### src/sv/mi4_pkg.sv
`timescale 1ns / 1ps
`default_nettype none
package mi4_pkg;
	localparam int ElementBits  = 32;
	localparam int FractionBits = 16;

	typedef enum logic [3:0] {
		ST_LOAD,
		ST_RA,
		ST_RB,
		ST_LB,
		ST_MUL,
		ST_POST,
		ST_DS,
		ST_DW,
		ST_EMIT
	} back_state_t;

	typedef enum logic [1:0] {
		OP_MINOR,
		OP_MINOR_SUB,
		OP_TERM,
		OP_DET
	} mul_op_t;

	typedef struct packed {
		logic done;
		logic sat;
	} div_stat_t;

	// n-th of the indexes 0..3 once excl is left out
	function automatic logic [1:0] skip_pick(input logic [1:0] excl, input logic [1:0] n);
		skip_pick = (n >= excl) ? n + 2'd1 : n;
	endfunction
endpackage
`default_nettype wire

### src/sv/mi4_queue.sv
`timescale 1ns / 1ps
`default_nettype none
module mi4_queue #(
	parameter int WB = mi4_pkg::ElementBits + 4
) (
	input  wire logic          clk,
	input  wire logic          arst_n,
	input  wire logic          push_valid,
	output logic               push_ready,
	input  wire logic [WB-1:0] push_word,
	output logic               pop_valid,
	input  wire logic          pop_ready,
	output logic [WB-1:0]      pop_word
);
	import mi4_pkg::*;

	logic [WB-1:0] slot_q [2];
	logic          wptr_q;
	logic          rptr_q;
	logic [1:0]    fill_q;
	logic          do_push;
	logic          do_pop;

	assign push_ready = (fill_q != 2'd2);
	assign pop_valid  = (fill_q != 2'd0);
	assign pop_word   = slot_q[rptr_q];
	assign do_push    = push_valid && push_ready;
	assign do_pop     = pop_valid && pop_ready;

	always_ff @(posedge clk) begin
		if (do_push) begin
			slot_q[wptr_q] <= push_word;
		end
	end

	always_ff @(posedge clk or negedge arst_n) begin
		if (!arst_n) begin
			wptr_q <= 1'b0;
			rptr_q <= 1'b0;
			fill_q <= 2'd0;
		end else begin
			if (do_push) begin
				wptr_q <= ~wptr_q;
			end
			if (do_pop) begin
				rptr_q <= ~rptr_q;
			end
			if (do_push && !do_pop) begin
				fill_q <= fill_q + 2'd1;
			end else if (do_pop && !do_push) begin
				fill_q <= fill_q - 2'd1;
			end
		end
	end
endmodule
`default_nettype wire

### config.mk
export PLATFORM = sky130hd
export DESIGN_NAME = mi4_queue
export DESIGN_NICKNAME = d
export VERILOG_FILES = /design/src/sv/mi4_pkg.sv /design/src/sv/mi4_queue.sv
export SDC_FILE = /design/constraint.sdc
export NUM_CORES = 1
export LEC_CHECK = 0
export ABC_AREA = 1
export BUFFER_PORTS_ARGS = -buffer_cell sky130_fd_sc_hd__buf_2
export CORE_UTILIZATION = 51
export DETAILED_ROUTE_END_ITERATION = 8
export GPL_TIMING_DRIVEN = 0
export PLACE_DENSITY = 0.78
export SLEW_MARGIN = 20
export SYNTH_ARGS = -nofsm -noshare
export SYNTH_HDL_FRONTEND = slang
export SYNTH_SLANG_ARGS = --single-unit
### constraint.sdc
create_clock -name clk -period 3.36 [get_ports clk]
set_input_delay 0.168 -clock clk [delete_from_list [all_inputs] [get_ports clk]]
set_output_delay 0.168 -clock clk [all_outputs]
set_load 0.01 [all_outputs]
* Word level (Yosys, flattened, before mapping)
Memories as Yosys holds them, arrays and structs flattened.
Cells that the tools add are included.
** Storage, ports and cells
- Register bits after elaboration :: 4
- Bits in writable memories :: 72
- Input bits :: 40
- Output and inout bits :: 38
- Word-level logic and storage cells :: 21
- Memories kept :: 1
** Cells by class
- Add/sub/neg operators :: 2
- Equal/unequal tests :: 1
- Multiplexer cells :: 4
- Bitwise logic cells :: 2
- Reduce and logical (&&, ||, !) cells :: 8
** Memory list
- slot_q :: depth 2, width 36, read ports 1, clocked after memory_dff 0, wr ports 1, line mi4_queue.sv:17 : logic [WB-1:0] slot_q [2];
** Operators with widths (count)
- $logic_and A1 B1 Y1 :: 4
- $mux W2 :: 2
- $reduce_bool A2 Y1 :: 2
- $add A2 B1 Y2 const B :: 1
- $logic_not A1 Y1 :: 2
- $mux W1 :: 2
- $ne A2 B2 Y1 const B :: 1
- $not A1 Y1 :: 2
- $sub A2 B1 Y2 const B :: 1

* Depth between registers and ports, before layout
Gate-level depths: netlist of run 1.
- Depth after elaboration :: 6
- Depth in mapped cells :: 10
- Depth with buffers taken out :: 10

* Worst setup path before layout of run 1
Ideal clock, no wire load.
- Path kind :: reg2reg
- Start point :: reg fill_q[0]
- End point :: mem slot_q[0][0] in the netlist's numbering (enable)
- Library setup time :: 0.429 ns
- Arrival :: 2.131 ns
- Data required time :: 2.931 ns
- Setup slack :: 0.800 ns
- Stages on the path, launching flop included :: 5
- Buffers on the path :: 0
- Period minus slack after synthesis :: 2.560 ns
- Path through :: dfrtp_1 inv_1 nand2_2 nand2_2 nor2_1
** On the way
- Cells in the longest elaborated chain, start to end :: 4
** Ends and longest elaborated chain
- start: declaration :: line mi4_queue.sv:20 : logic [1:0] fill_q;
- start signal: assignment :: line mi4_queue.sv:49 : fill_q <= fill_q + 2'd1;
- start signal: assignment :: line mi4_queue.sv:51 : fill_q <= fill_q - 2'd1;
- $ne A2 B2 Y1 :: line mi4_queue.sv:24 : assign push_ready = (fill_q != 2'd2);
- named net push_ready :: line mi4_queue.sv:9 : output logic push_ready,
- $logic_and A1 B1 Y1 :: line mi4_queue.sv:27 : assign do_push = push_valid && push_ready;
- $mux W1 :: line mi4_queue.sv:31 : if (do_push) begin
- $mux W1 (implied by the code) :: line mi4_queue.sv:32 : slot_q[wptr_q] <= push_word;
- end: declaration :: line mi4_queue.sv:17
The timed path passes the listed nets, and every way through them passes these cells.

* Final worst setup path of run 1
- Start point :: reg fill_q[0]
- End point :: mem slot_q[0][35] in the netlist's numbering (enable)
** On the way
- Cells in the longest elaborated chain, start to end :: 4
** Ends and longest elaborated chain (line)
- $ne A2 B2 Y1 :: mi4_queue.sv:24
- $logic_and A1 B1 Y1 :: mi4_queue.sv:27
- $mux W1 :: mi4_queue.sv:31
- $mux W1 (implied by the code) :: mi4_queue.sv:32
No other way between the ends.

==> results of run 1 <==
power breakdown:
group | switching (mW) | total (mW) | internal [mW]
Clock | 0.296 | 0.628 | 0.333
Combinational | 0.682 | 1.11 | 0.427
Sequential | 0.0655 | 1.36 | 1.30
synthesized netlist by cell type (all sizes together):
library cell | instances | share of area (%)
inv | 7 | 0.92
dfrtp | 4 | 3.5
buf | 7 | 2.4
nor2 | 2 | 0.26
nand4 | 1 | 0.22
ha | 1 | 0.44
nand2 | 118 | 16
edfxtp | 72 | 76
xor2 | 1 | 0.31
nand3 | 2 | 0.35
xnor2 | 1 | 0.31
metrics by stage:
stage	std cells	cell area (um2)	power (mW)	utilization (%)
2_1_floorplan	216	2860	2.03	-
5_1_grt	382	3590	3.29	68.6
4_1_cts	382	3590	3.13	68.6
3_5_place_dp	365	3400	2.50	64.9
3_3_place_gp	363	3330	2.41	63.6
6_report	382	3590	3.10	68.6
kinds of logic (layout without fill, tap and decap cells):
group,after synthesis,in the layout,share of synthesized area (%)
xor gates and xnor gates,2,2,0.613
adders and majority gates,1,1,0.438
DFF,76,76,79.2
and+or+nand+nor,123,123,16.5
buffers and inverters,14,110,3.28
layout make-up:
type                            instances  area [um2]
Inverter                                7        26.3
Clock buffer                            9         124
Multi-Input combinational cell        126         517
Clock inverter                          7        57.6
Sequential cell                        76        2260
Tap cell                               70        87.6
Timing Repair Buffer                   80         450
Fill cell                             401        1650
Buffer                                  7        67.6
sequential cells by signal, summed over array words and instances, names as in the netlist:
register,flops
slot_q,72
fill_q,2
rptr_q,1
wptr_q,1
worst min-delay path by stage:
stage             startpoint  cells past startpoint                      end  slack, ns
3_3_place_gp          arst_n                      1    fill_q[1]$_DFFE_PN0P_      -0.02
3_5_place_dp          arst_n                      1    fill_q[1]$_DFFE_PN0P_      -0.02
5_1_grt        push_word[14]                      1  slot_q[1][14]$_DFFE_PP_      0.006
2_1_floorplan         arst_n                      0    fill_q[0]$_DFFE_PN0P_      -0.13
6_report       push_word[14]                      1  slot_q[0][14]$_DFFE_PP_       0.02
4_1_cts        push_word[14]                      1  slot_q[0][14]$_DFFE_PP_       0.01
layer usage:
layer / GRT usage, % / wire (um) / vias to the layer above
li1: - / - / 897
met1: 17.8 / 1860 / 832
met2: 35.0 / 2790 / 58
met3: 4.64 / 263 / 6
met4: 9.42 / 61 / 0
met5: 0 / 0 / -
==> metrics.yaml, run 1 <==
drive_gt1_share_pct: 33.7
r2r_cells: 5
netlist_area_um2: 2860
cpMostUsedCell: "nand2_2"
clock_latency_ns: 0.32
critPathRequiredTime_ns: 3.39
grt_first_pass_wirelength_mm: 7.99
die_w_um: 76.9
cts_setup_buffers: 0
syn_area_per_cell_um2: 13.2
fin_crit_sh_pct: 49.1
hpwl_mm: 3.33
grt_pass1_vias: 1864
drc: 0
cp_max_fo: 19
r2r_end: "slot_q[0][35]$_DFFE_PP_"
fin_crit_ns: 1.65
crit_chain: "inv_1, nand2_2, nand2_2, nor2_4, buf_16"
fin_setup_tns_ns: 0
ys_types: 14
p_leak_nw: 1.59
hold_ws_ns: 0.0243
worstSetupPathType: "flip-flop to flip-flop"
maxSlewHeadroom_pct: 61.1
cp_data_arrival_time_ns: 1.68
initial_core_util_pct: 54.6
cpPeakStageDelay_ns: 0.47
setup_viol: 0
crit_buf_inv: 2
critPathTopFamily: "simple AND/OR/NAND/NOR gates"
die_y_um: 76.9
hp-class: "input pin to flip-flop"
final-hold-violation-count: 0
startpoint_type: "flip-flop"
reg2reg_from: "fill_q[0]$_DFFE_PN0P_"
clockBufferDepth: 2
die_area_um2: 5910
critPathLaunch: "fill_q[0]$_DFFE_PN0P_"
final_max_slew_viol_count: 0
gp_congestion: 0.819
vias: 1793
post_drt_wl_per_cell_um: 13.0
syn-num-nets: 257
drt_wl_total_mm: 4.98
ys_warn_count: 0
cts-root-buf: "clkbuf_8"
ctsHtreeMaxLevel: 3
drt_pre_antenna_iters: 4
rrSetupSlack_ns: 1.71
gr-total-overflow: 0
critPathCaptureType: "flip-flop"
seq_area_frac_synth_pct: 79.2
cts_buffers: 9
layout_commonest_cell: "nand2_1"
clock_skew_ns: 0.00884
syn2layout_area_growth_pct: 25.7
grt_max_degree: 20
cts_tree: "built"
pre_cts_ws_ns: 1.70
fmax_mhz: 606
rsz0062_at_grt: "no"
drt-initial-drc-count: 92
hold_buffers: 1
grtUsageTotal_pct: 18.3
num-nets-final: 348
ir_worst_vdd_mv: 0.455
rows: 26
slowest_stage: "nor2_4"
postRouteAntennaNets: 0
p_per_area_nw_per_um2: 863
vias_per_cell: 4.69
path_depth: 5
postSynthCellCount: 216
clk_pin_slew_ns: 0.08
portBuffers: 77
layout_common_cells: "116 x nand2_1, 77 x buf_2, 72 x edfxtp_1"
fin_ws_ns: 1.71
num_antenna_cells: 0
crit_end: "slot_q[0][35]$_DFFE_PP_"
status: "finished, final reports clean"
cts.sinks: 76
synth-seq-cells: 76
tightest_slew_ns: 0.581
io_pins: 78
maxCapViolations: 0
antenna_found_initial: 0
cts_resized: 0
core_area_um2: 5240
(Power assumes the default switching activity.)
==> inputs of run 2 (changes only) <==
--- a/config.mk
+++ b/config.mk
@@ -5,12 +5,12 @@
 export SDC_FILE = /design/constraint.sdc
 export NUM_CORES = 1
 export LEC_CHECK = 0
-export ABC_AREA = 1
+export ABC_AREA = 0
 export BUFFER_PORTS_ARGS = -buffer_cell sky130_fd_sc_hd__buf_2
-export CORE_UTILIZATION = 51
+export CORE_UTILIZATION = 47
 export DETAILED_ROUTE_END_ITERATION = 8
 export GPL_TIMING_DRIVEN = 0
-export PLACE_DENSITY = 0.78
+export PLACE_DENSITY = 0.75
 export SLEW_MARGIN = 20
 export SYNTH_ARGS = -nofsm -noshare
 export SYNTH_HDL_FRONTEND = slang
==> constraint.sdc (replaced) <==
create_clock -name clk -period 1.4 [get_ports clk]
set_input_delay 0.07 -clock clk [delete_from_list [all_inputs] [get_ports clk]]
set_output_delay 0.07 -clock clk [all_outputs]
set_load 0.01 [all_outputs]
==> metrics.yaml, run 2 <==
drc: 0
synth-seq-cells: 76
gr-total-overflow: 0
cts_tree: "built"
netlist_area_um2: 2940
ys_warn_count: 0
synth.most_common_cell: "edfxtp_1"
crit_chain: "buf_12, clkbuf_16, mux2_4, buf_6"
ys_async_sr_fraction_pct: 5.26
num_antenna_cells: 0
final_max_slew_viol_count: 0
drt_pre_antenna_iters: 4
fin_setup_tns_ns: -4.83
seq_area_frac_synth_pct: 76.9
design_area_um2: 4580
ir_worst_vdd_mv: 1.54
ctsHtreeMaxLevel: 3
fmax_mhz: 644
setup_viol: 36
placed_cell_area_um2: 3440
power.total_mw: 9.51
grt_first_pass_wirelength_mm: 8.53
syn_area_per_cell_um2: 22.6
fin_crit_ns: 1.55
gp_congestion: 0.683
fin_crit_sh_pct: 111
cts_buffers: 9
cts.sinks: 76
grt_max_degree: 19
worstSetupPathType: "flip-flop to output port"
ff_latch_area_um2: 2260
ys_top_cells_by_area: "edfxtp_1 74%, mux2_4 15%, dfrtp_1 3.4%"
maxSlewHeadroom_pct: 78.3
yosysTopAreaCellShare_pct: 73.5
grt_pass1_vias: 1774
synth_top_area_cell: "edfxtp_1"
hpwl_mm: 3.01
startpoint_type: "flip-flop"
multiInputGateArea_um2: 706
top_register: "slot_q"
ys_types: 15
synth_edf_count: 72
critPathTopFamily: "buffers and inverters"
grtUsageTotal_pct: 18.8
p_leak_nw: 1.87
num-nets-final: 316
largestRegisters: "slot_q: 72 flops, fill_q: 2 flops"
fin_ws_ns: -0.152
drt_wl_total_mm: 5.93
cts-root-buf: "clkbuf_8"
vias_per_cell: 4.82
p_per_area_nw_per_um2: 2080
maxCapViolations: 0
vias: 1710
hp-class: "input pin to asynchronous set/reset pin"
slowest_stage: "dfrtp_1"
largest_register_ffs: 72
synthFlopType: "edfxtp_1"
io_pins: 78
tightest_slew_ns: 0.326
final-hold-violation-count: 0
critPathRequiredTime_ns: 1.33
antenna_found_initial: 0
die_area_um2: 6580
clockBufferDepth: 2
rsz0062_at_grt: "yes"
crit_buf_inv: 3
post_drt_wl_per_cell_um: 16.7
portBuffers: 77
initial_core_util_pct: 49.1
die_y_um: 81.1
postRouteAntennaNets: 0
fill_cells: 341
critPathCaptureType: "output port"
die_w_um: 81.1
core_area_um2: 5990
cp_max_fo: 8
layout_commonest_cell: "edfxtp_1"
status: "finished, violations left"
syn-num-nets: 171
drive_gt1_share_pct: 57.9
clock_latency_ns: 0.34
drt-initial-drc-count: 53
failed_checks: "negative setup slack"
cp_data_arrival_time_ns: 1.48
clk_pin_slew_ns: 0.07
cpPeakStageDelay_ns: 0.40
postSynthCellCount: 130
clock_skew_ns: 0.00848
syn2layout_area_growth_pct: 55.8
layout_common_cells: "72 x edfxtp_1, 40 x buf_2, 38 x buf_6"
synth_common_cells: "72 x edfxtp_1, 29 x mux2_4, 7 x mux2_2"
rows: 28
==> run 2: cell count changes in the layout (fill, tap and decap cells not counted), sizes merged, moves of 2 or more <==
cell | before | now
and3 | 0 | 2
buf | 86 | 97
bufinv | 1 | 3
clkbuf | 9 | 11
clkinv | 6 | 3
dlygate4sd3 | 1 | 37
inv | 7 | 1
mux2 | 0 | 36
nand2 | 118 | 2
nand3 | 2 | 0
xnor2 | 1 | 3
==> run 2: cells by family (layout without fill, tap and decap cells) <==
kind of cell | Yosys count | after routing | share of synthesized area [%]
adders and majority gates | 1 | 1 | 0.425
and+or+nand+nor | 7 | 9 | 1.15
xor gates and xnor gates | 5 | 5 | 1.49
DFF | 76 | 76 | 76.9
muxes | 36 | 36 | 17.5
buffers and inverters | 5 | 153 | 2.55
==> run 2: per-stage QoR <==
step,hold WS [ns],utilization [%],setup slack [ns],std cells
final,0.0666,76.5,-0.152,355
after global routing,0.0772,76.5,-0.195,355
after CTS,0.0579,74.4,-0.144,350
after detailed placement,-0.116,57.5,-0.469,282
after global placement,-0.119,57.5,-0.491,282
after floorplan,-0.226,-,-0.180,130
==> run 2: final cells by class <==
| type | count | share of cell area [%] |
|---|---|---|
| clock buffer | 9 | 2.70 |
| timing repair buffer | 132 | 26.2 |
| inverter | 1 | 0.0819 |
| sequential | 76 | 49.4 |
| clock inverter | 7 | 2.51 |
| tap | 75 | 2.05 |
| buffer | 4 | 1.75 |
| multi-input combinational | 51 | 15.4 |
==> run 2: worst paths after layout <==
| check | startpoint | to | slack (ns) | cells past startpoint |
|---|---|---|---|---|
| worst max-delay path | rptr_q$_DFFE_PN0P_ | pop_word[11] | -0.15 | 4 |
| worst min-delay path | arst_n | wptr_q$_DFFE_PN0P_ | 0.07 | 2 |
| worst max register to register | fill_q[1]$_DFFE_PN0P_ | rptr_q$_DFFE_PN0P_ | 0.02 | 7 |
| worst min register to register | fill_q[1]$_DFFE_PN0P_ | fill_q[1]$_DFFE_PN0P_ | 0.69 | 2 |
| min in group clk | pop_ready | fill_q[0]$_DFFE_PN0P_ | 0.17 | 4 |
| max in group asynchronous | arst_n | fill_q[1]$_DFFE_PN0P_ | 1.20 | 2 |
==> run 2: what timing repair did <==
action	in CTS	in global routing
setup endpoints to repair	109	70
resized for setup	44	14
hold endpoints to repair	76	0
hold buffers	37	0
setup buffers	13	3
pin swaps	9	4
gates cloned	2	2
==> run 2: routing by layer <==
| layer | track usage (%) | wire (um) |
|---|---|---|
| met1 | 20.9 | 2400 |
| met2 | 33.8 | 3160 |
| met3 | 3.03 | 200 |
| met4 | 11.1 | 170 |
| met5 | 0 | 0 |
==> run 2: where the power goes <==
part	internal, mW	switching [mW]
Combinational	2.60	1.64
Sequential	3.11	0.204
Clock	1.18	0.774
Total	6.89	2.62
