### src/sv/mi4_pkg.sv
`timescale 1ns / 1ps
`default_nettype none
package mi4_pkg;
	localparam int ElementBits  = 32;
	localparam int FractionBits = 16;

	typedef enum logic [3:0] {
		ST_LOAD,
		ST_RA,
		ST_RB,
		ST_LB,
		ST_MUL,
		ST_POST,
		ST_DS,
		ST_DW,
		ST_EMIT
	} back_state_t;

	typedef enum logic [1:0] {
		OP_MINOR,
		OP_MINOR_SUB,
		OP_TERM,
		OP_DET
	} mul_op_t;

	typedef struct packed {
		logic done;
		logic sat;
	} div_stat_t;

	// n-th of the indexes 0..3 once excl is left out
	function automatic logic [1:0] skip_pick(input logic [1:0] excl, input logic [1:0] n);
		skip_pick = (n >= excl) ? n + 2'd1 : n;
	endfunction
endpackage
`default_nettype wire

### src/sv/mi4_front.sv
`timescale 1ns / 1ps
`default_nettype none
module mi4_front #(
	parameter int EB = mi4_pkg::ElementBits
) (
	input  wire logic          clk,
	input  wire logic          arst_n,
	input  wire logic [EB-1:0] element,
	input  wire logic          element_valid,
	output logic               element_ready,
	output logic               push_valid,
	input  wire logic          push_ready,
	output logic [EB+3:0]      push_word
);
	import mi4_pkg::*;

	logic [3:0] count_q;

	assign push_valid    = element_valid;
	assign element_ready = push_ready;
	assign push_word     = {element, count_q};

	// tag each word with its place in the matrix
	always_ff @(posedge clk or negedge arst_n) begin
		if (!arst_n) begin
			count_q <= 4'd0;
		end else if (element_valid && push_ready) begin
			count_q <= count_q + 4'd1;
		end
	end
endmodule
`default_nettype wire

### config.mk
export PLATFORM = sky130hd
export DESIGN_NAME = mi4_front
export DESIGN_NICKNAME = d
export VERILOG_FILES = /design/src/sv/mi4_pkg.sv /design/src/sv/mi4_front.sv
export SDC_FILE = /design/constraint.sdc
export NUM_CORES = 1
export LEC_CHECK = 0
export CAP_MARGIN = 10
export CORE_AREA = 2 2 39 41
export CTS_CLUSTER_DIAMETER = 200
export DETAILED_ROUTE_END_ITERATION = 8
export DIE_AREA = 0 0 41 43
export DONT_BUFFER_PORTS = 1
export GPL_ROUTABILITY_DRIVEN = 0
export PLACE_DENSITY_LB_ADDON = 0.1
export RECOVER_POWER = 25
export SLEW_MARGIN = 20
export SYNTH_ARGS = -nofsm -noshare
export SYNTH_HDL_FRONTEND = slang
export SYNTH_SLANG_ARGS = --single-unit
### constraint.sdc
create_clock -name clk -period 1.6 [get_ports clk]
set_input_delay 0 -clock clk [delete_from_list [all_inputs] [get_ports clk]]
set_output_delay 0 -clock clk [all_outputs]
set_load 0.02 [all_outputs]
After elaboration in Yosys (flattened, before gate mapping)
Cells that the tools add are included.
Widths: inputs -> output; s select.
{"block": "classes", "div": 0, "n_shift": 0, "n_lt_le_gt_ge": 0, "n_mux": 0, "bitwise": 0, "n_reduce_logical": 1, "n_eq_ne": 0, "multipliers": 0, "add_sub_neg": 1}
{"cell": "$add 4x1->4 const B", "n": 1}
{"cell": "$logic_and 1x1->1", "n": 1}
{"block": "word_totals", "elab_cells": 3, "mem_bits_ro": 0, "mem_count": 0, "ramBits": 0, "latch_bits": 0, "output_inout_bits": 38, "register_bits": 4, "in_bits": 36}

Longest topological paths before layout
Gate-level depths: netlist of run 1.
{"block": "logic_depth", "word_depth": 1, "ltp_mapped": 3, "depth_no_buf": 3}

Least setup slack after synthesis of run 1
Ideal clock, no wire load.
{"block": "synth_path", "kind": "register to register", "start": "reg count_q[0]", "end": "reg count_q[1]", "path_buffers": 0, "required_ns": 1.475, "period_less_slack_ns": 1.157, "path_stages_with_launch": 3, "setup_slack_ns": 0.443, "setup_time_ns": 0.125, "arrival_time_ns": 1.032, "path_cell_list": "dfrtp_1 > ha_1 > mux2_4"}
{"block": "synth_between", "elab_chain_len": 1}
{"element": "from (decl)", "line_no": "mi4_front.sv:17", "rtl": "logic [3:0] count_q;"}
{"element": "from (signal assigned)", "line_no": "mi4_front.sv:28", "rtl": "count_q <= count_q + 4'd1;"}
{"element": "$add 4x1->4", "line_no": "mi4_front.sv:28"}
Every way passes these cells.
A chain may end at the register's enable or synchronous reset.

Worst setup path in the final report of run 1
Same ends and word-level chain as after synthesis.

==> out/results.ini, run 1 <==
[floorplan]
start_util=0.312
die_area_um2=1760
die_w_um=41
ios=74
die_height_um=43
num_rows=14
core_area_um2=1380

[timing]
setup_violations=0
timing.setup.tns_ps=0
max_freq_ghz=0.828
tightest_slew_ps=304
holdWs_ps=0.00724
skew_ps=1.11
grt_setup_unrepaired=false
maxSlewHeadroom=0.797
finalHoldViolCount=0
finalMaxSlewViolations=0
period_needed_ps=1210
period_share=0.755

[hold_path]
hp-class=input pin to output pin
hold_end=push_word[17]
hold_depth=0
hp-start=element[13]

[logic_synthesis]
yosys-top-cells-area=buf_4 59%, dfrtp_1 23%, xnor2_1 4.1%, mux2_4 3.5%, ha_1 2.9%
synthAdderAreaFrac=0.0290
synth-compound-area-share=0
yosys.area.top_type=buf_4
synth_ff_type=dfrtp_1
synth_top_cell_area_share=0.591
synth.most_common_cell=buf_4
synth_top_family_by_area=buffers and inverters
synth-simple-area-share=0.0522
syn_nets=84
synth_xor_area_frac=0.0609
synth_common_cells=34 x buf_4, 4 x dfrtp_1, 2 x nand3_1, 2 x xnor2_1
synth-async-reset-ratio=1.00
avgSynthCellArea_um2=9.18
ys_types=9
synth_edf_count=0
syn_inst=47
synth_warnings=0
synth.area.mux_share=0.0348
ys_seq_area_frac=0.232
ys_ff_latch=4
synth_area_um2=432

[worst_setup_path]
reg2reg_from=count_q[0]
r2r-end=count_q[1]
worst-path-max-fanout=4
reg2regPathDepth=2
rrSetupSlack_ps=390
cp.required_ps=1710
critPathLaunchType=register
arrival_ps=1320
endpoint_kind=register
worstSetupPathType=register to register

[route]
detail_route.first_pass.iterations=1
viasPerCell=4.74
wl_um=678
drc=0
drtIter0Drc=0
wire_per_inst_um=19.4
vias=166
antenna_left=0

[cts]
cts_root_buffer=clkbuf_4
cts_setup_buffers=0
htree_levels=1
clkTransAtPathRegs_ps=40
hold_buffers=3
clock_path_buffers=2
clkSinkCount=4
cts_tree=built
cts_resized=0
clkLatencyLatePin_ps=230
cts_made_buffers=3

[global_routing]
use_met2=0.0938
met1_usage=0.0712
grt_pass1_wl_um=910
grt_pass1_vias=160
grt_use_met3=0.0995
grt_overflow_total=0
track_usage=0.0825
grt_max_degree=5
top_usage_layer=met3
antenna_found_initial=0

[job]
cap_violations=0

[power_and_ir_drop]
peakVddDrop_v=0.000641
p_leak_nw=0.107
power_density_nw_per_um2=2050

[cells_and_area]
synthToLayoutAreaGrowth_pct=-42.3
antennaDiodeCount=0
top_register=count_q
top_regs=count_q x4
nets=58
largest_reg_flops=4
drive_above_1_share=0.316

[outcome]
outcome=completed

[placed_design]
place.port_buffers=0
hpwlAfterDp_um=538

final cells by class:
class | instances | area, um^2
Clock buffer | 3 | 22.5
Fill cell | 152 | 1130
Multi-Input combinational cell | 9 | 76.3
Sequential cell | 4 | 100
Tap cell | 16 | 20.0
Timing Repair Buffer | 3 | 30.0
placed cells by master, fill, tap and decap left out, drive strengths merged:
| cell | count |
|---|---|
| dfrtp | 4 |
| clkbuf | 3 |
| dlygate4sd3 | 3 |
| xnor2 | 2 |
| nand3 | 2 |
| nand2 | 1 |
| mux2 | 1 |
| nor2 | 1 |
| xor2 | 1 |
| ha | 1 |
kinds of logic (layout without fill, tap and decap cells):
logic type | count (synthesis) | in the layout
and+or+nand+nor | 4 | 4
adders and majority gates | 1 | 1
DFF | 4 | 4
buffers and inverters | 34 | 6
xor gates and xnor gates | 3 | 3
muxes | 1 | 1
report_power, final:
part	total [mW]	leakage [nW]	switching, mW	internal, mW
registers	0.278	0.0473	0.124	0.154
clock network	0.124	0.0138	0.0404	0.0838
logic	0.109	0.0456	0.0405	0.0680
total	0.511	0.107	0.205	0.305
critical path, stage by stage, from the launching register on:
cell     delay [ps]
dfrtp_1         480
ha_1            340
mux2_4          270
worst max path at each step:
stage	start	end
after CTS	count_q[0]	count_q[1]
final	count_q[0]	count_q[1]
after floorplan	count_q[0]	count_q[1]
after detailed placement	count_q[0]	count_q[1]
after global routing	count_q[0]	count_q[1]
after global placement	count_q[0]	count_q[1]
metrics by stage:
step	total power, mW	instance area (um^2)	cells	setup WS (ps)	utilization
floorplan	0.473	432	47	443	-
global placement	0.375	196	29	424	0.142
detailed placement	0.375	196	29	407	0.142
CTS	0.521	249	35	386	0.180
global route	0.556	249	35	357	0.180
finish	0.511	249	35	392	0.180
layer usage:
| layer | up-vias | wire length (um) | part of all wire |
|---|---|---|---|
| met2 | 37 | 289 | 0.43 |
| met4 | 0 | 20 | 0.029 |
| met3 | 4 | 187 | 0.28 |
| met1 | 68 | 181 | 0.27 |
| li1 | 57 | - | - |
| met5 | - | 0 | 0 |
Power figures use the tool's default switching activity.
==> inputs of run 2 (changes only) <==
ABC_AREA = 1   (was unset)
clock period = 1.1 ns   (was 1.6 ns; I/O delays follow)
==> run 2 against run 1 <==
Sequential power up 16%; largest power group is now combinational cells; die area unchanged; critical path type unchanged; register-to-register slack worse by 280 ps; critical path depth up 4.
==> out/results.ini, run 2 <==
[outcome]
outcome=completed

[route]
wire_per_inst_um=11.5
drc=0
viasPerCell=3.98
wl_um=589
vias=203
antenna_left=0
drtIter0Drc=5
detail_route.first_pass.iterations=4

[cells_and_area]
regArea_um2=100
drive_above_1_share=0.229
final_common_cell=nand2_1
final_cells=51
top_register=count_q
largest_reg_flops=4
nets=74
synthToLayoutAreaGrowth_pct=-34.7
final_cell_mix=9 x nand2_1, 4 x inv_1, 4 x dfrtp_1
top_regs=count_q x4
nFillCells=154
multi_input_area_um2=87.6
antennaDiodeCount=0

[timing]
skew_ps=6.05
finalHoldViolCount=0
period_needed_ps=989
timing.setup.tns_ps=0
finalMaxSlewViolations=0
grt_setup_unrepaired=false
period_share=0.899
tightest_slew_ps=224
maxSlewHeadroom=0.851
setup_violations=0
max_freq_ghz=1.01

[global_routing]
grt_overflow_total=0
antenna_found_initial=0
grt_max_degree=6
track_usage=0.0786
grt_pass1_wl_um=883
grt_pass1_vias=209

[cts]
clkLatencyLatePin_ps=240
clock_path_buffers=2
cts_made_buffers=3
cts_resized=0
htree_levels=1
cts_tree=built
clkSinkCount=4
cts_root_buffer=clkbuf_4
clkTransAtPathRegs_ps=40

[job]
cap_violations=0

[logic_synthesis]
synth_ff_type=dfrtp_1
avgSynthCellArea_um2=7.69
yosys.area.top_type=buf_4
ys_seq_area_frac=0.217
synth_common_cells=34 x buf_4, 9 x nand2_1, 4 x dfrtp_1, 4 x inv_1, 2 x nand3_1
synth-async-reset-ratio=1.00
ys_ff_latch=4
synth_area_um2=462
syn_inst=60
synth.most_common_cell=buf_4
synth_edf_count=0
syn_nets=97
yosys-top-cells-area=buf_4 55%, dfrtp_1 22%, nand2_1 7.3%, inv_1 3.3%, ha_1 2.7%
synth_top_cell_area_share=0.553
ys_types=12
synth_warnings=0

[worst_setup_path]
reg2reg_from=count_q[0]
crit_start=count_q[0]
cp.required_ps=1250
arrival_ps=1140
r2r-end=count_q[2]
rrSetupSlack_ps=110
critPathLaunchType=register
endpoint=count_q[2]
endpoint_kind=register
worstSetupPathType=register to register
reg2regPathDepth=6
worst-path-max-fanout=4

[power_and_ir_drop]
power_density_nw_per_um2=2820
seqPwrFrac=0.379
switchingPower_mw=0.355
pwr-share-clk=0.213
p_int_mw=0.495
sw_frac_of_total=0.418
peakVddDrop_v=0.000723
p_comb_frac=0.408
p_leak_nw=0.155

[hold_path]
hp-class=input pin to output pin

[floorplan]
die_w_um=41
die_area_um2=1760
start_util=0.334
ios=74
num_rows=14
core_area_um2=1380
die_height_um=43

[placed_design]
dp_cells=45
place.port_buffers=0
hpwlAfterDp_um=454

## run 2: changes by cell type after synthesis, sizes merged
| cell | previous run | this run |
|---|---|---|
| nand2 | 1 | 10 |
| xnor2 | 2 | 0 |
| o21ai | 0 | 1 |
| o21bai | 0 | 1 |
| inv | 0 | 5 |
| mux2 | 1 | 0 |
## run 2: per-stage QoR
step                      total power [mW]  area (um^2)  utilization  hold WS, ps  worst slack [ps]
after global routing                 0.932          302        0.218       0.0307              10.8
final                                0.850          302        0.218      0.00724               111
after floorplan                      0.713          462            -         -296              78.2
after CTS                            0.864          302        0.218        0.137               116
after global placement               0.671          249        0.180         -295               113
after detailed placement             0.662          249        0.180         -295               128
## run 2: repair_timing
action | CTS | global route
hold buffers | 3 | 0
endpoints found under the hold margin | 6 | 0
buffers inserted | 0 | 0
## run 2: logic make-up (layout without fill, tap and decap cells)
| kind of cell | after synthesis | after routing | synth area share |
|---|---|---|---|
| and+or+nand+nor | 13 | 13 | 0.117 |
| xor gates and xnor gates | 1 | 1 | 0.0190 |
| DFF | 4 | 4 | 0.217 |
| AOI/OAI and AO/OA | 2 | 2 | 0.0271 |
| buffers and inverters | 39 | 14 | 0.593 |
| adders and majority gates | 1 | 1 | 0.0271 |
## run 2: power groups by stage
stage               Sequential (mW)  Combinational [mW]  Clock, mW
finish                        0.322               0.347      0.181
global placement              0.326               0.345          0
global route                  0.339               0.396      0.198
floorplan                     0.375               0.338          0
detailed placement            0.325               0.337          0
CTS                           0.324               0.350      0.191
## run 2: worst min path at each step
stage	from	to	slack, ps	cells past startpoint
floorplan	arst_n	count_q[0]	-300	0
global placement	arst_n	count_q[3]	-300	0
detailed placement	arst_n	count_q[3]	-300	0
CTS	element[9]	push_word[13]	0.1	0
global route	element_valid	push_valid	0.03	0
finish	element[0]	push_word[4]	0.007	0
## run 2: worst max-delay path: stages, from the launching register on
cell	delay (ps)
dfrtp_1	400
ha_1	230
inv_1	60
nand2_1	40
nand2_1	60
nand2_1	40
o21ai_1	70
## run 2: area by class of cell
cell class                 count  area share
clock buffer                   3      0.0747
inverter                       5      0.0622
multi-input combinational     17       0.290
sequential                     4       0.332
tap                           16      0.0664
timing repair buffer           6       0.174
## run 2: layer usage
| metal | share of wire | GRT usage | up-vias |
|---|---|---|---|
| met1 | 0.41 | 0.0945 | 90 |
| met4 | 0 | 0.107 | 0 |
| met2 | 0.42 | 0.0750 | 14 |
| met5 | 0 | 0 | - |
| li1 | - | - | 99 |
| met3 | 0.17 | 0.0471 | 0 |
==> inputs of run 3 (changes only) <==
ABC_AREA = unset   (was 1)
==> run 3 against run 2 <==
Sequential power shrank 4%; first-iteration DRC count shrank 80%; flip-flop and latch count is the same; via count shrank 12%; final area shrank 9.1%; worst hold slack is essentially flat; wire length grew 28%; combinational power shrank 3%; die area is the same; critical path depth shrank 4; register-to-register slack lost 70 ps; critical path type unchanged; largest power group unchanged.
==> out/results.ini, run 3 (synthesis gave the netlist of run 1 again) <==
[hold_path]
hp-class=input pin to output pin
hold_depth=0

[cts]
cts_root_buffer=clkbuf_4
cts_tree=built
clkSinkCount=4
clkLatencyLatePin_ps=240
cts_setup_buffers=0
clkTransAtPathRegs_ps=40
hold_buffers=3
clock_path_buffers=2
cts_resized=0
htree_levels=1
cts_made_buffers=3

[timing]
worst_slack_ps=45.3
tightest_slew_ps=246
skew_ps=5.51
period_needed_ps=1050
finalHoldViolCount=0
finalMaxSlewViolations=0
max_freq_ghz=0.948
period_share=0.959
timing.setup.tns_ps=0
holdWs_ps=0.00726
setup_violations=0
grt_setup_unrepaired=false
maxSlewHeadroom=0.836

[power_and_ir_drop]
p_int_mw=0.520
p_comb_frac=0.406
power_density_nw_per_um2=3040
switchingPower_mw=0.313
seqPwrFrac=0.370
peakVddDrop_v=0.000910
sw_frac_of_total=0.376
finalPower_mw=0.832
pwr-share-clk=0.223
p_leak_nw=0.119

[route]
antenna_left=0
wire_per_inst_um=19.8
vias=178
detail_route.first_pass.iterations=2
wl_um=754
drc=0
viasPerCell=4.68
drtIter0Drc=1

[global_routing]
track_usage=0.0975
grt_pass1_wl_um=1060
grt_max_degree=5
grt_overflow_total=0
grt_pass1_vias=199
antenna_found_initial=0

[floorplan]
num_rows=14
start_util=0.312
core_area_um2=1380
ios=74
die_w_um=41
die_area_um2=1760
die_height_um=43

[placed_design]
place.port_buffers=0
hpwlAfterDp_um=586
dp_cells=32
pre_cts_ws_ps=45.6
placed_area_um2=221

[worst_setup_path]
worst-path-max-fanout=2
endpoint_kind=register
arrival_ps=1180
cp.required_ps=1220
endpoint=count_q[1]
reg2regPathDepth=2
worstSetupPathType=register to register
r2r-end=count_q[1]
critPathLaunchType=register
reg2reg_from=count_q[1]
rrSetupSlack_ps=50
crit_start=count_q[1]

[cells_and_area]
top_regs=count_q x4
drive_above_1_share=0.500
regArea_um2=103
top_register=count_q
largest_reg_flops=4
multi_input_area_um2=76.3
final_cells=38
postLayoutCoreUtil=0.198
final_area_um2=274
nFillCells=147
nets=61
antennaDiodeCount=0
final_cell_mix=3 x clkbuf_4, 3 x dlygate4sd3_1, 3 x buf_4
synthToLayoutAreaGrowth_pct=-36.5

[outcome]
outcome=completed

[job]
cap_violations=0

run 3: how the worst min path moves through the flow:
stage / startpoint / end / slack [ps]
2_1_floorplan: arst_n / count_q[0] / -300
3_3_place_gp: arst_n / count_q[3] / -300
3_5_place_dp: arst_n / count_q[3] / -300
4_1_cts: element[13] / push_word[17] / 0.1
5_1_grt: element[7] / push_word[11] / 0.05
6_report: element[25] / push_word[29] / 0.007
run 3: cell type report:
class                   instances  area share
flip-flops and latches          4       0.374
multi-input cells               9       0.279
repair buffers                  6       0.192
well taps                      16      0.0731
clock buffers                   3      0.0822
run 3: power groups by stage:
stage	Combinational, mW	Clock, mW	Sequential, mW
2_1_floorplan	0.302	0	0.395
3_3_place_gp	0.330	0	0.312
3_5_place_dp	0.327	0	0.312
4_1_cts	0.344	0.193	0.309
5_1_grt	0.368	0.210	0.321
6_report	0.338	0.186	0.308
run 3: worst max-delay path, stage by stage, from the launching register on:
cell and delay [ps]:
dfrtp_2 390, ha_1 280, mux2_4 260
run 3: metal layers:
metal  up-vias  wire length, um  GRT usage
met5         -                0          0
met4         0              106      0.167
met3        26              200     0.0995
met2        25              256     0.0906
met1        64              191     0.0774
li1         63                -          -
